`config.mk`:
```
export PLATFORM = sky130hd
export DESIGN_NAME = srs_ctrl
export DESIGN_NICKNAME = d
export VERILOG_FILES = /design/src/sv/srs_pkg.sv /design/src/sv/srs_ctrl.sv
export SDC_FILE = /design/constraint.sdc
export NUM_CORES = 1
export LEC_CHECK = 0
export BUFFER_PORTS_ARGS = -buffer_cell sky130_fd_sc_hd__buf_2
export CORE_AREA = 2 2 39 41
export DETAILED_ROUTE_END_ITERATION = 12
export DIE_AREA = 0 0 41 43
export PLACE_DENSITY = 0.74
export SYNTH_ARGS = -nofsm -noshare
export SYNTH_HDL_FRONTEND = slang
export SYNTH_SLANG_ARGS = --single-unit
```
`constraint.sdc`:
```
create_clock -name clk -period 1.4 [get_ports clk]
set_input_delay 0.28 -clock clk [delete_from_list [all_inputs] [get_ports clk]]
set_output_delay 0.28 -clock clk [all_outputs]
set_load 0.02 [all_outputs]
```
`src/sv/srs_pkg.sv`:
```
`timescale 1ns / 1ps
`default_nettype none
// ----------------------------------------------------------------------------
// srs_pkg
// Shared sizes and controller/datapath interface types of the string sorter.
// ----------------------------------------------------------------------------
package srs_pkg;

  localparam int MAX_STRINGS = 64;
  localparam int MAX_LEN     = 64;

  localparam int STR_W  = $clog2(MAX_STRINGS);   // string slot index
  localparam int LEN_W  = $clog2(MAX_LEN);       // byte offset in a slot
  localparam int CNT_W  = STR_W + 1;             // string count, 0..MAX_STRINGS
  localparam int POS_W  = LEN_W + 1;             // length, 0..MAX_LEN
  localparam int ADDR_W = STR_W + LEN_W;
  localparam int META_W = 2 * POS_W;             // {length, distinct count}

  localparam logic [CNT_W-1:0] MAX_STR_C = CNT_W'(MAX_STRINGS);
  localparam logic [POS_W-1:0] MAX_LEN_C = POS_W'(MAX_LEN);

  localparam logic [1:0] MODE_ASC      = 2'd0;
  localparam logic [1:0] MODE_DESC     = 2'd1;
  localparam logic [1:0] MODE_LENGTH   = 2'd2;
  localparam logic [1:0] MODE_DISTINCT = 2'd3;

  typedef struct packed {
    logic load;        // take one input beat into the string store
    logic start_sort;  // i, j and rank to zero
    logic j_inc;
    logic rank_inc;
    logic write_rank;  // sorted[rank] = i, then next i
    logic rd_meta;
    logic k_clr;
    logic rd_byte;
    logic k_inc;
    logic o_clr;
    logic rd_out;
    logic o_inc;
    logic clr_count;
  } srs_cmd_t;

  typedef struct packed {
    logic j_is_n;
    logic j_is_i;
    logic i_last;
    logic meta_decides;
    logic meta_before;
    logic k_end;
    logic byte_diff;
    logic byte_before;
    logic len_before;
    logic o_last;
  } srs_stat_t;

endpackage
`default_nettype wire

```
`src/sv/srs_ctrl.sv`:
```
`timescale 1ns / 1ps
`default_nettype none
// ----------------------------------------------------------------------------
// srs_ctrl
// Sequencer: load, pairwise ranking, and delivery of the sorted indices.
// ----------------------------------------------------------------------------
module srs_ctrl
  import srs_pkg::*;
(
  input  wire logic      clk,
  input  wire logic      rst,
  input  wire logic      in_valid,
  output logic           in_ready,
  input  wire logic      set_end,
  output logic           out_valid,
  input  wire logic      out_ready,
  input  wire srs_stat_t stat,
  output srs_cmd_t       cmd
);

  typedef enum logic [2:0] {
    S_LOAD, S_PAIR, S_META, S_BYTE_ISS, S_BYTE_CHK, S_OUT_RD, S_OUT_SHOW
  } state_t;

  state_t state, state_next;

  assign in_ready  = (state == S_LOAD);
  assign out_valid = (state == S_OUT_SHOW);

  always_comb begin
    cmd        = '0;
    state_next = state;
    unique case (state)
      S_LOAD: begin
        if (in_valid) begin
          cmd.load = 1'b1;
          if (set_end) begin
            cmd.start_sort = 1'b1;
            state_next     = S_PAIR;
          end
        end
      end
      S_PAIR: begin
        if (stat.j_is_n) begin
          cmd.write_rank = 1'b1;
          if (stat.i_last) begin
            cmd.o_clr  = 1'b1;
            state_next = S_OUT_RD;
          end
        end else if (stat.j_is_i) begin
          cmd.j_inc = 1'b1;
        end else begin
          cmd.rd_meta = 1'b1;
          state_next  = S_META;
        end
      end
      S_META: begin
        if (stat.meta_decides) begin
          cmd.rank_inc = stat.meta_before;
          cmd.j_inc    = 1'b1;
          state_next   = S_PAIR;
        end else begin
          cmd.k_clr  = 1'b1;
          state_next = S_BYTE_ISS;
        end
      end
      S_BYTE_ISS: begin
        if (stat.k_end) begin
          cmd.rank_inc = stat.len_before;
          cmd.j_inc    = 1'b1;
          state_next   = S_PAIR;
        end else begin
          cmd.rd_byte = 1'b1;
          state_next  = S_BYTE_CHK;
        end
      end
      S_BYTE_CHK: begin
        if (stat.byte_diff) begin
          cmd.rank_inc = stat.byte_before;
          cmd.j_inc    = 1'b1;
          state_next   = S_PAIR;
        end else begin
          cmd.k_inc  = 1'b1;
          state_next = S_BYTE_ISS;
        end
      end
      S_OUT_RD: begin
        cmd.rd_out = 1'b1;
        state_next = S_OUT_SHOW;
      end
      S_OUT_SHOW: begin
        if (out_ready) begin
          cmd.o_inc = 1'b1;
          if (stat.o_last) begin
            cmd.clr_count = 1'b1;
            state_next    = S_LOAD;
          end else begin
            state_next = S_OUT_RD;
          end
        end
      end
      default: state_next = S_LOAD;
    endcase
  end

  always_ff @(posedge clk) begin
    if (rst) begin
      state <= S_LOAD;
    end else begin
      state <= state_next;
    end
  end

endmodule
`default_nettype wire

```
[Yosys cells after proc, flatten, opt, wreduce, memory -nomap -nowiden]
Cells that the tools add are included.
Operators by class
  equal/unequal tests: 11
  multiplexer cells: 38
  reductions and logical operators: 2
Operators by type and width (number)
  $mux W3: 8
  $pmux W3 S7: 1
  $mux W2: 10
  $mux W1: 17
  $eq A3 B3 Y1 const B: 3
  $eq A3 B2 Y1 const B: 2
  $ne A3 B3 Y1 const B: 2
  $reduce_and A5 Y1: 1
  $ne A2 B1 Y1 const B: 2
  $pmux W1 S4: 1
  $eq A3 B1 Y1 const B: 1
  $logic_not A3 Y1: 1
  $pmux W1 S3: 1
  $ne A2 B2 Y1 const B: 1
Word-level totals
  register bits: 3
  bits of input ports: 15
  logic and storage cells: 52

[Depth between registers and ports, before layout]
Gate-level depths: netlist of run 1.
  word-level depth: 3
  mapped depth: 5
  gate-level depth less buffers: 4

[Least setup slack after synthesis of run 1]
No wires, ideal clock.
  path type: flip-flop to output port
  from: register state[0]
  to: output cmd[11] (netlist name)
  arrival time: 1.479 ns
  required time: 1.120 ns
  path slack: -0.359 ns
  stages on the path, launching flop included: 5
  path buffers: 2
  cell sequence: dfxtp_1 > buf_2 > buf_2 > nor3_1 > and3_1
RTL lines
  start, declared: line srs_ctrl.sv:25  | state_t state, state_next;
  start signal, assigned: line srs_ctrl.sv:110  | state <= state_next;
  end, declared: line srs_ctrl.sv:18  | output srs_cmd_t cmd

==> results.cfg, run 1 <==
[run_status]
status = complete, but fails checks
violations = setup timing

[clock_tree]
htree_levels = 1
clock_latency_ns = 0.23
clk_pin_slew_ns = 0.04
cts_tree = yes
clockBufferDepth = 2
numCtsBuffers = 3
cts.sinks = 3
cts_root_buffer = clkbuf_4
cts_hold_buffers = 0

[synth]
synth_simple_gate_area_frac = 0.475
synth-edff-count = 0
synth_top_family_by_area = simple AND/OR/NAND/NOR gates
yosys_warnings = 0
synth-compound-area-share = 0.282
syn_nets = 68
muxShareOfSynthArea = 0
synth-adder-area-share = 0
synthCells = 53
synthDistinctLibCells = 28
ys_ff_latch = 3
async_flop_share = 0
syn_area_um2 = 427
syn_avg_cell_area_um2 = 8.05
yosysSeqAreaShare = 0.141
yosys_most_used_dff = dfxtp_1
synth_xor_area_frac = 0

[cells_and_area]
register_area_um2 = 71.3
final_common_cell = buf_2
layout_common_cells = buf_2, buf_4, buf_6
largest_register_ffs = 3
top_register = state
final_nets = 112
top_regs = state x3
layout-drive-gt1-share = 0.729
fill_cells = 121
antenna_cells = 0
area_growth_pct = 100
multi_input_area_um2 = 408
fin_area_um2 = 855

[run]
cap_violations = 0

[critical_path]
arrival_ns = 1.28
ff2ff_path_depth = 7
required_ns = 1.12
reg2reg_from = state[2]
r2r-end = state[2]
crit_path_end_kind = output pin
startpoint_type = flip-flop
critPathKind = flip-flop to output pin
path_max_fanout = 6
r2r_slack_ns = -0.15

[timing]
setup_viol = 14
final.min_clock_period_ns = 1.56
relSlewSlack = 0.818
fmax_mhz = 640
setup_slack_ns = -0.161
fin_worst_skew_ns = 0.000885
rsz0062_at_grt = true
hold_ws_ns = 0.264
final.period_utilization = 1.12
slew_violations = 0
worst_pin_slew_ns = 0.271
finalHoldViolations = 0

[route]
num_vias = 561
drc_errors = 0
wire_per_inst_um = 12.7
antenna_left = 0
via_per_inst = 5.01
firstDrtPassIters = 4
drt_iter0_markers = 6
wl_um = 1420

[floorplan]
initial_core_util = 0.308
core_area_um2 = 1380
fp.dieArea_um2 = 1760
rows = 14
die_w_um = 41
ios = 30
chipHeight_um = 43

[global_routing]
top_usage_layer = met2
use_met3 = 0.0471
met2_usage = 0.291
grtUsageMet1 = 0.195
antenna_found_initial = 0
grt_pass1_vias = 501
track_usage = 0.169
grt_pass1_wl_um = 2070
grt.overflow.total = 0
grt_max_degree = 10

[placement]
io_buffer_count = 29
place_congestion = 0.741
place_area_um2 = 654
hpwl_um = 965

[worst_hold_path]
hp-class = primary input to flip-flop
hold_end = state[0]
hp-start = rst
holdPathStages = 2

[pwr]
leakage_nw = 0.391
total_power_w = 0.00147
peakVddDrop_v = 0.000822
power.density_nw_per_um2 = 1720
-- repair_timing --
| item | 4_1_cts | 5_1_grt |
|---|---|---|
| gates resized for setup | 25 | 13 |
| setup buffers | 3 | 4 |
| pin swaps | 3 | 7 |
| setup endpoints to repair | 16 | 17 |
-- where the power goes --
| part | total [W] | internal, W | leakage [nW] | switching, W |
|---|---|---|---|---|
| registers | 0.000203 | 0.000137 | 0.0267 | 0.0000662 |
| clock network | 0.000154 | 0.000107 | 0.0150 | 0.0000472 |
| logic | 0.00111 | 0.000589 | 0.349 | 0.000523 |
-- worst max-delay path by stage --
| stage | startpoint | endpoint | slack (ns) | depth (start not counted) |
|---|---|---|---|---|
| floorplan | state[0] | cmd[10] | 0.001 | 5 |
| global placement | state[2] | cmd[9] | -0.02 | 4 |
| detailed placement | state[1] | cmd[10] | -0.02 | 4 |
| CTS | state[2] | cmd[10] | -0.15 | 4 |
| global route | state[2] | cmd[10] | -0.24 | 4 |
| finish | state[2] | cmd[11] | -0.16 | 4 |
-- metal layers --
layer | vias up | routed length [um]
li1 | 279 | -
met1 | 257 | 556
met2 | 23 | 774
met3 | 2 | 80
met4 | 0 | 10
met5 | - | 0
-- final cells by class --
cell class,instances,share of cell area
Multi-Input combinational cell,43,0.477
Timing Repair Buffer,43,0.372
Sequential cell,3,0.0835
Clock buffer,4,0.0307
Tap cell,16,0.0234
Inverter,3,0.0132
-- cells in the mapped netlist, types with 2 or more instances --
cell type,count,area share
nor2b_1,3,0.044
inv_1,3,0.026
and3_1,2,0.029
nand2b_1,2,0.029
nand3b_1,2,0.035
buf_6,2,0.053
nor2_1,3,0.026
a311oi_1,2,0.041
and2_1,4,0.059
a21oi_1,2,0.023
nor3_1,3,0.035
buf_2,2,0.023
dfxtp_1,3,0.14
nand2_1,5,0.044
a21oi_2,2,0.041
-- per-stage QoR --
step           TNS, ns  utilization  setup WS [ns]  cells
3_3_place_gp   -0.0275        0.473        -0.0156    102
3_5_place_dp   -0.0469        0.473        -0.0248    102
6_report         -1.41        0.618         -0.161    112
5_1_grt          -2.50        0.618         -0.244    112
4_1_cts         -0.885        0.564         -0.152    109
2_1_floorplan        0            -        0.00142     53
-- critical path: stages (launching register included) --
cell,delay [ns]
dfxtp_4,0.36
buf_4,0.16
nor3_4,0.21
and3_4,0.21
buf_6,0.11
-- kinds of logic after synthesis --
family / after synthesis
AOI/OAI and AO/OA: 14
buffers and inverters: 7
DFF: 3
and+or+nand+nor: 29
(Power assumes the default switching activity.)
==> run 2, diff against run 1 <==
Settings changed: MAX_ROUTING_LAYER set to met4.
==> run 2 against run 1 <==
Effect of this change:
- critical path depth unchanged
- core utilization did not move
- critical path type unchanged
- hold slack better by 0.0017 ns
- combinational power about the same
- the run still ends with setup timing left
- global-route usage is 0.42 points higher
==> results.cfg, run 2 (synthesis gave the netlist of run 1 again) <==
[run_status]
status = complete, but fails checks
violations = setup timing

[floorplan]
die_w_um = 41
rows = 14
core_area_um2 = 1380
fp.dieArea_um2 = 1760
initial_core_util = 0.308
chipHeight_um = 43
ios = 30

[global_routing]
grt.overflow.total = 0
grt_pass1_wl_um = 2070
grt_pass1_vias = 501
grt_max_degree = 10
track_usage = 0.174
antenna_found_initial = 0

[clock_tree]
clock_latency_ns = 0.23
cts_root_buffer = clkbuf_4
clockBufferDepth = 2
cts_tree = yes
cts.sinks = 3
clk_pin_slew_ns = 0.04
numCtsBuffers = 3
htree_levels = 1
cts_hold_buffers = 0

[critical_path]
required_ns = 1.12
startpoint_type = flip-flop
ff2ff_path_depth = 7
critPathKind = flip-flop to output pin
arrival_ns = 1.28
crit_path_end_kind = output pin
path_max_fanout = 6

[placement]
io_buffer_count = 29
place_congestion = 0.750
place_area_um2 = 654
hpwl_um = 965

[cells_and_area]
top_register = state
largest_register_ffs = 3
final_common_cell = buf_2
register_area_um2 = 71.3
final_nets = 112
antenna_cells = 0
layout_common_cells = buf_2, buf_4, buf_6
area_growth_pct = 100
top_regs = state x3
layout-drive-gt1-share = 0.729
fill_cells = 121
fin_area_um2 = 855
multi_input_area_um2 = 408

[run]
cap_violations = 0

[worst_hold_path]
hp-class = primary input to flip-flop
holdPathStages = 2

[pwr]
peakVddDrop_v = 0.000822
leakage_nw = 0.391
power.density_nw_per_um2 = 1720

[timing]
rsz0062_at_grt = true
slew_violations = 0
worst_pin_slew_ns = 0.271
fin_worst_skew_ns = 0.00109
hold_ws_ns = 0.265
setup_viol = 14
fmax_mhz = 641
final.period_utilization = 1.11
relSlewSlack = 0.819
setup_slack_ns = -0.160
final.min_clock_period_ns = 1.56
finalHoldViolations = 0

[route]
wl_um = 1420
drt_iter0_markers = 6
drc_errors = 0
firstDrtPassIters = 4
via_per_inst = 4.99
antenna_left = 0
wire_per_inst_um = 12.7
num_vias = 559
run 2: final cells by class:
class                      instances  area share
multi-input combinational         43       0.477
timing repair buffer              43       0.372
sequential                         3      0.0835
clock buffer                       4      0.0307
tap                               16      0.0234
inverter                           3      0.0132
run 2: what timing repair did:
action                     in CTS  in global routing
setup endpoints to repair      16                 17
gates resized for setup        25                 13
buffers inserted                3                  4
pin swaps                       3                  7
run 2: path summary, 6_finish.rpt:
path,from,to,slack (ns)
max,state[2],cmd[11],-0.16
min,rst,state[0],0.27
max reg2reg,state[2],state[2],-0.15
min reg2reg,state[2],state[0],0.72
run 2: per-layer routing:
metal | global-route usage | routed length, um | vias up
met1 | 0.195 | 567 | 258
li1 | - | - | 279
met3 | 0.0471 | 65 | 2
met2 | 0.291 | 778 | 20
met4 | 0.0400 | 10 | 0
met5 | - | 0 | -
run 2: critical path, stage by stage, from the launching register on:
cell and delay, ns:
dfxtp_4 0.36, buf_4 0.16, nor3_4 0.21, and3_4 0.21, buf_6 0.11
run 2: through the flow:
| step | utilization | setup TNS, ns | std cells | setup WS [ns] | power, W |
|---|---|---|---|---|---|
| finish | 0.618 | -1.39 | 112 | -0.160 | 0.00147 |
| floorplan | - | 0 | 53 | 0.00142 | 0.000794 |
| detailed placement | 0.473 | -0.0469 | 102 | -0.0248 | 0.000991 |
| CTS | 0.564 | -0.885 | 109 | -0.152 | 0.00132 |
| global route | 0.618 | -2.50 | 112 | -0.244 | 0.00157 |
| global placement | 0.473 | -0.0275 | 102 | -0.0156 | 0.000979 |
run 2: where the power goes:
group | switching, W | leakage, nW | internal (W) | total, W
Clock | 0.0000462 | 0.0150 | 0.000107 | 0.000153
Combinational | 0.000523 | 0.349 | 0.000589 | 0.00111
Sequential | 0.0000664 | 0.0267 | 0.000137 | 0.000203
Total | 0.000636 | 0.391 | 0.000833 | 0.00147
